File: src/sv/apmpc_pkg.sv
// Shared types, constants and path arithmetic for the max-path closure block
`default_nettype none
package apmpc_pkg;

	localparam int NODES  = 64;
	localparam int NODE_W = $clog2(NODES);
	localparam int ADDR_W = 2 * NODE_W;

	localparam logic signed [31:0] NO_PATH  = 32'sh8000_0000;
	localparam logic signed [31:0] MAX_PATH = 32'sh7FFF_FFFF;

	typedef enum logic [1:0] {
		OP_WRITE = 2'd0,
		OP_CLOSE = 2'd1,
		OP_READ  = 2'd2,
		OP_NONE  = 2'd3
	} op_e;

	typedef enum logic [2:0] {
		ST_IDLE,
		ST_READ,
		ST_CL_PAIR,
		ST_CL_SELF,
		ST_CL_UPD
	} state_e;

	typedef enum logic [1:0] {
		AD_IN,
		AD_IK,
		AD_IJ
	} addr_sel_e;

	typedef enum logic [1:0] {
		OUT_NONE,
		OUT_ZERO,
		OUT_READ
	} out_kind_e;

	typedef struct packed {
		logic [1:0]         opcode;
		logic [5:0]         row;
		logic [5:0]         col;
		logic signed [31:0] weight;
	} req_t;

	typedef struct packed {
		logic signed [31:0] value;
		logic               was_read;
	} rsp_t;

	typedef struct packed {
		logic              acc_write;
		logic              acc_read;
		logic              rd_a;
		logic              rd_b;
		addr_sel_e         addr_sel;
		logic              step_sum;
		logic              step_upd;
		out_kind_e         out_kind;
		logic [NODE_W-1:0] k;
		logic [NODE_W-1:0] i;
		logic [NODE_W-1:0] j;
	} cmd_t;

	typedef struct packed {
		logic out_free;
	} stat_t;

	function automatic logic signed [31:0] path_add(input logic signed [31:0] a,
			input logic signed [31:0] b);
		logic signed [32:0] s;
		logic signed [31:0] r;
		s = {a[31], a} + {b[31], b};
		if (a == NO_PATH || b == NO_PATH) begin
			r = NO_PATH;
		end else if (s[32:31] == 2'b01) begin
			r = MAX_PATH;
		end else if (s[32:31] == 2'b10) begin
			r = NO_PATH;
		end else begin
			r = s[31:0];
		end
		return r;
	endfunction

endpackage
`default_nettype wire

File: src/sv/apmpc_ctrl.sv
// Controller: opcode dispatch and closure sequencing over k, i, j
`default_nettype none
module apmpc_ctrl (
	input  wire logic                clk,
	input  wire logic                arst_n,
	input  wire logic                req_valid,
	input  wire logic [1:0]          opcode,
	input  wire apmpc_pkg::stat_t    stat,
	output logic                     req_ready,
	output apmpc_pkg::cmd_t          cmd
);

	localparam logic [apmpc_pkg::NODE_W-1:0] LAST = apmpc_pkg::NODE_W'(apmpc_pkg::NODES - 1);

	apmpc_pkg::state_e state_q, state_d;
	logic [apmpc_pkg::NODE_W-1:0] k_q, i_q, j_q, k_d, i_d, j_d;

	always_ff @(posedge clk or negedge arst_n) begin
		if (!arst_n) begin
			state_q <= apmpc_pkg::ST_IDLE;
			k_q     <= '0;
			i_q     <= '0;
			j_q     <= '0;
		end else begin
			state_q <= state_d;
			k_q     <= k_d;
			i_q     <= i_d;
			j_q     <= j_d;
		end
	end

	always_comb begin
		state_d      = state_q;
		k_d          = k_q;
		i_d          = i_q;
		j_d          = j_q;
		req_ready    = 1'b0;
		cmd          = '0;
		cmd.addr_sel = apmpc_pkg::AD_IN;
		cmd.out_kind = apmpc_pkg::OUT_NONE;
		cmd.k        = k_q;
		cmd.i        = i_q;
		cmd.j        = j_q;
		unique case (state_q)
			apmpc_pkg::ST_IDLE: begin
				req_ready = stat.out_free;
				if (req_valid && stat.out_free) begin
					unique case (opcode)
						apmpc_pkg::OP_WRITE: begin
							cmd.acc_write = 1'b1;
							cmd.out_kind  = apmpc_pkg::OUT_ZERO;
						end
						apmpc_pkg::OP_CLOSE: begin
							k_d     = '0;
							i_d     = '0;
							j_d     = '0;
							state_d = apmpc_pkg::ST_CL_PAIR;
						end
						apmpc_pkg::OP_READ: begin
							cmd.acc_read = 1'b1;
							cmd.rd_a     = 1'b1;
							state_d      = apmpc_pkg::ST_READ;
						end
						apmpc_pkg::OP_NONE: begin
							cmd.out_kind = apmpc_pkg::OUT_ZERO;
						end
					endcase
				end
			end
			apmpc_pkg::ST_READ: begin
				cmd.out_kind = apmpc_pkg::OUT_READ;
				state_d      = apmpc_pkg::ST_IDLE;
			end
			apmpc_pkg::ST_CL_PAIR: begin
				cmd.rd_a     = 1'b1;
				cmd.rd_b     = 1'b1;
				cmd.addr_sel = apmpc_pkg::AD_IK;
				state_d      = apmpc_pkg::ST_CL_SELF;
			end
			apmpc_pkg::ST_CL_SELF: begin
				cmd.rd_a     = 1'b1;
				cmd.addr_sel = apmpc_pkg::AD_IJ;
				cmd.step_sum = 1'b1;
				state_d      = apmpc_pkg::ST_CL_UPD;
			end
			apmpc_pkg::ST_CL_UPD: begin
				cmd.step_upd = 1'b1;
				cmd.addr_sel = apmpc_pkg::AD_IJ;
				state_d      = apmpc_pkg::ST_CL_PAIR;
				j_d          = j_q + 1'b1;
				if (j_q == LAST) begin
					i_d = i_q + 1'b1;
					if (i_q == LAST) begin
						k_d = k_q + 1'b1;
						if (k_q == LAST) begin
							cmd.out_kind = apmpc_pkg::OUT_ZERO;
							state_d      = apmpc_pkg::ST_IDLE;
						end
					end
				end
			end
			default: begin
				state_d = apmpc_pkg::ST_IDLE;
			end
		endcase
	end

endmodule
`default_nettype wire

File: config.mk
export PLATFORM = sky130hd
export DESIGN_NAME = apmpc_ctrl
export DESIGN_NICKNAME = d
export VERILOG_FILES = /design/src/sv/apmpc_pkg.sv /design/src/sv/apmpc_ctrl.sv
export SDC_FILE = /design/constraint.sdc
export NUM_CORES = 1
export LEC_CHECK = 0
export ABC_AREA = 0
export BUFFER_PORTS_ARGS = -buffer_cell sky130_fd_sc_hd__buf_2
export CAP_MARGIN = 20
export CELL_PAD_IN_SITES_DETAIL_PLACEMENT = 0
export CELL_PAD_IN_SITES_GLOBAL_PLACEMENT = 1
export CORE_ASPECT_RATIO = 0.9
export CORE_MARGIN = 5
export CORE_UTILIZATION = 42
export CTS_BUF_LIST = sky130_fd_sc_hd__clkbuf_2 sky130_fd_sc_hd__clkbuf_4 sky130_fd_sc_hd__clkbuf_8
export CTS_CLUSTER_SIZE = 28
export DETAILED_ROUTE_END_ITERATION = 8
export GPL_ROUTABILITY_DRIVEN = 0
export HOLD_SLACK_MARGIN = 0.08
export PLACE_DENSITY_LB_ADDON = 0.1
export SKIP_CTS_REPAIR_TIMING = 1
export SYNTH_ARGS = -nofsm -noshare
export SYNTH_HDL_FRONTEND = slang
export SYNTH_SLANG_ARGS = --single-unit
File: constraint.sdc
create_clock -name clk -period 5.15 [get_ports clk]
set_clock_uncertainty 0.05 [all_clocks]
set_input_delay 0.7725 -clock clk [delete_from_list [all_inputs] [get_ports clk]]
set_output_delay 0.7725 -clock clk [all_outputs]
set_load 0.01 [all_outputs]
After elaboration in Yosys (flattened, before gate mapping):

Cells that the tools add are included.

* $add $sub $neg: 3
* reduce and logical (&&, ||, !) cells: 11
* muxes and demuxes: 30
* equality and inequality tests: 15

Operators with widths (count)
* 6-bit case mux with 2 select lines: 3
* 6-bit 2-to-1 mux: 5
* 6-bit by 1-bit adder with 6-bit output, second input constant: 3
* 6-bit == test, second input constant: 3
* 3-bit 2-to-1 mux: 4
* 3-bit case mux with 4 select lines: 1
* 1-bit 2-to-1 mux: 10
* 3-bit by 2-bit == test with 1-bit output, second input constant: 2
* 2-bit 2-to-1 mux: 3
* 2-bit inequality test, second input constant: 3
* 2-bit case mux with 3 select lines: 1
* 3-bit case mux with 2 select lines: 1
* 2-bit OR reduction: 3
* 5-bit AND reduction: 1
* 2-bit == test, second input constant: 2
* 2-bit case mux with 2 select lines: 1
* 4-bit AND reduction: 1
* 3-bit by 1-bit == test with 1-bit output, second input constant: 1
* 3-bit == test, second input constant: 1
* 3-bit logical NOT: 1
* 3-bit by 1-bit inequality test with 1-bit output, second input constant: 1
* 3-bit AND reduction: 1
* 2-bit by 1-bit == test with 1-bit output, second input constant: 1
* 2-bit logical NOT: 1
* 5 further kinds: 5

* input bits: 6
* bits in registers: 21
* logic and storage cells: 63
* output and inout bits: 29

Logic depth before layout (Yosys ltp):

* depth after elaboration: 5
* depth in mapped cells: 6
* depth with buffers taken out: 6

Worst setup path after synthesis:

OpenSTA, ideal clock, no wires.

* path type: flip-flop to output port
* start point: register i_q[0] (netlist bit)
* end point: output cmd[18] (netlist bit)
* cell stages (with the launch flop): 7
* path slack: 2519 ps
* buffers on the path: 1
* arrival time: 1808 ps
* cell sequence: dfrtp_1 ha_1 nand3_1 or4_1 buf_2 nor3_1 a22o_1

RTL lines
* start: declaration: line apmpc_ctrl.sv:16 `logic [apmpc_pkg::NODE_W-1:0] k_q, i_q, j_q, k_d, i_d, j_d;`
* start signal: assignment: line apmpc_ctrl.sv:27 `i_q <= i_d;`
* end: declaration: line apmpc_ctrl.sv:10 `output apmpc_pkg::cmd_t cmd`

==> impl_summary.txt <==
----------------------------------------------------
[Yosys]
  Synth warn ... 0
  Post-synthesis cell count ... 134
  Post-synthesis area per instance ... 9.085 um2
  Number of unique standard cell types used by synthesis ... 32
  Summed instance area of the synthesized netlist ... 0.001217 mm2
  Seq cells post-synth ... 21
  Net count after synthesis ... 146
  Sequential share of the synthesized area ... 43.17%

[Critical path]
  Reg2reg path depth ... 5
  Data required time of the critical path ... 4.33 ns
  Worst R2R End ... k_q[4]
  Worst flop-to-flop path startpoint ... i_q[0]
  CP Capture Point ... cmd[18]
  Register-to-Register Setup Slack ... 2.93 ns
  Peak fanout along the critical path ... 12
  Setup crit start kind ... flop
  CP endpoint kind ... output port
  Critical path data arrival time ... 2.34 ns
  Crit. Startpoint ... i_q[0]
  Category of the most critical setup path ... reg2out

[Clocking]
  Number of clock buffers inserted by TritonCTS ... 3
  H-tree depth ... 1
  Reg clk slew, reported paths ... 0.12 ns
  Clk Latency, worst-skew pair ... 0.30 ns
  Sink count of the clock tree ... 21
  Clock tree root buffer cell ... clkbuf_4
  Clock tree buffer depth ... 2
  TritonCTS clock tree ... yes

[Floorplanning]
  DIE AREA ... 0.004077 mm2
  Die Y ... 61.08 um
  Number of placement rows ... 18
  Core area ... 0.002770 mm2
  Starting density of the core ... 43.95%
  Die span in x ... 66.75 um
  Total I/O pin count ... 35

[Detailed routing]
  First-pass iteration count of the detailed router ... 4
  Wirelength per Cell ... 14.02 um
  Routed vias ... 1,103
  Post-route ant nets ... 0
  Overall routed net length ... 2903 um
  DRC marker count from the first detailed-route iteration ... 62
  Via/cell ratio ... 5.329
  Number of DRC violations after detailed routing ... 0

[Timing]
  Final critical path time including I/O delays and setup ... 3.161 ns
  FMAX ... 0.3163 GHz
  Part of the cycle the worst path needs ... 61.39%
  Tightest Pin Transition ... 0.4874 ns
  Final hold vios ... 0
  Number of setup violations in the final report ... 0
  Number of pins with negative max-slew slack in the final report ... 0
  Worst rel slew slack ... 67.41%
  Setup repair after global routing missed its margin ... no
  Sum Neg Setup Slack ... 0 ns

[Place]
  Placed cells ... 203
  Count of buffers from port buffering ... 34
  Detailed placement HPWL ... 2215 um

[Power and ir drop]
  Worst IR Drop VDD ... 0.2001 mV
  Power density over cell area ... 425.5 mW/mm2
  Leakage ... 0.7309 nW

[Global route]
  Number of global-route vias before repair ... 999
  Total global routing track utilization ... 15.26%
  Global-route wire length before repair ... 4754 um
  Congestion Overflow GR ... 0
  Initial antenna violation count ... 0
  Largest net degree at the start of global routing ... 22

[Outcome]
  Run status ... completed

[Layout]
  Final standard cell count with taps included and fillers excluded ... 207
  Utilization after layout ... 51.94%
  Diodes inserted ... 0
  Count of fill cells added during filler insertion ... 275
  Final #Nets ... 180
  Commonest cells after routing, fill and taps aside ... 34 x buf_2, 21 x dfrtp_1, 15 x nand2_1
  Synth-to-Final Area Change ... 18.19%
  Share of final-layout standard cells stronger than drive strength 1 ... 25.15%
  Multi-input gate area ... 621.8 um2
  Most frequent standard cell in the layout excluding fill and tap cells ... buf_2
  Sequential cell area in the final layout ... 525.5 um2

[Min path]
  Tightest Hold Check Type ... in2async

[Job]
  Max Cap Viol ... 0

----------------------------------------------------
## flip-flops by register name, indices dropped and copies added (netlist names)
register	cells
i_q	6
j_q	6
k_q	6
state_q	3
## area by class of cell
class | instances | area share [%]
multi-input cells | 97 | 43.22
flip-flops and latches | 21 | 36.52
repair buffers | 34 | 11.83
well taps | 40 | 3.478
inverters | 11 | 2.870
clock buffers | 4 | 2.087
## synth_stat cells
library cell,number,share of area [%]
or3_4,1,0.92
o32ai_1,1,0.72
dfrtp_1,21,43
and2_1,3,1.5
or3b_4,1,0.92
mux2i_1,1,0.82
buf_6,1,0.92
and3_1,1,0.51
xor2_1,1,0.72
nand2b_1,2,1.0
nand3_1,9,3.7
or2_2,1,0.51
or4_1,8,4.9
nand4_1,2,1.0
o211ai_1,6,3.7
a22o_1,2,1.4
buf_2,2,0.82
inv_1,11,3.4
and4_1,2,1.4
o31ai_1,4,2.5
a31o_2,1,0.72
nor4_1,3,1.5
a41oi_1,1,0.72
o21ai_0,5,2.1
nor2_1,9,2.8
nand2_1,15,4.6
clkbuf_1,2,0.62
a31oi_1,2,1.0
xnor2_1,3,2.2
nor3_1,4,1.6
a21oi_1,3,1.2
ha_1,6,6.2
## kinds of logic (layout without fill, tap and decap cells)
family	Yosys count	after routing	synth area share, %
adder cells (fa/ha/maj)	6	6	6.166
AO/OA/AOI/OAI	25	25	14.08
XOR/XNOR	4	4	2.878
AND/OR/NAND/NOR	61	61	27.13
multiplexers	1	1	0.8222
flip-flops	21	21	43.17
buffers and inverters	16	49	5.756
## worst max-delay path, cell delays in order (launching register included)
cell	delay, ns
dfrtp_1	0.44
ha_1	0.19
nand3_1	0.11
or4_1	0.67
nor3_1	0.34
a22o_1	0.17
buf_2	0.12
## worst min path at each step
stage | end | slack [ns] | depth (start not counted)
after global placement | j_q[0] | 0.48 | 1
after detailed placement | j_q[0] | 0.49 | 1
after global routing | i_q[2] | 0.39 | 1
final | k_q[5] | 0.36 | 1
after floorplan | i_q[0] | 0.43 | 0
after CTS | i_q[1] | 0.37 | 1
## power by group
part | switching, mW | internal (mW) | leakage, nW | total (mW)
Combinational | 0.142 | 0.105 | 0.431 | 0.246
Sequential | 0.0673 | 0.214 | 0.282 | 0.281
Clock | 0.0490 | 0.0354 | 0.0184 | 0.0845
## metrics by stage
stage	area, um2	hold slack [ns]	setup WS [ns]	total power, mW
2_1_floorplan	1217	0.4269	2.519	0.4252
3_3_place_gp	1409	0.4765	2.364	0.5269
3_5_place_dp	1409	0.4926	2.305	0.5319
4_1_cts	1439	0.3729	1.953	0.6181
5_1_grt	1439	0.3903	1.808	0.6661
6_report	1439	0.3585	1.989	0.6122
## routing by layer
metal	wire length (um)	track usage (%)	up-vias
li1	-	-	556
met1	1479	22.86	515
met2	1255	22.32	30
met3	152	4.015	2
met4	15	2.899	0
met5	0	0	-
Note: power is estimated with default switching activity, not from simulation.
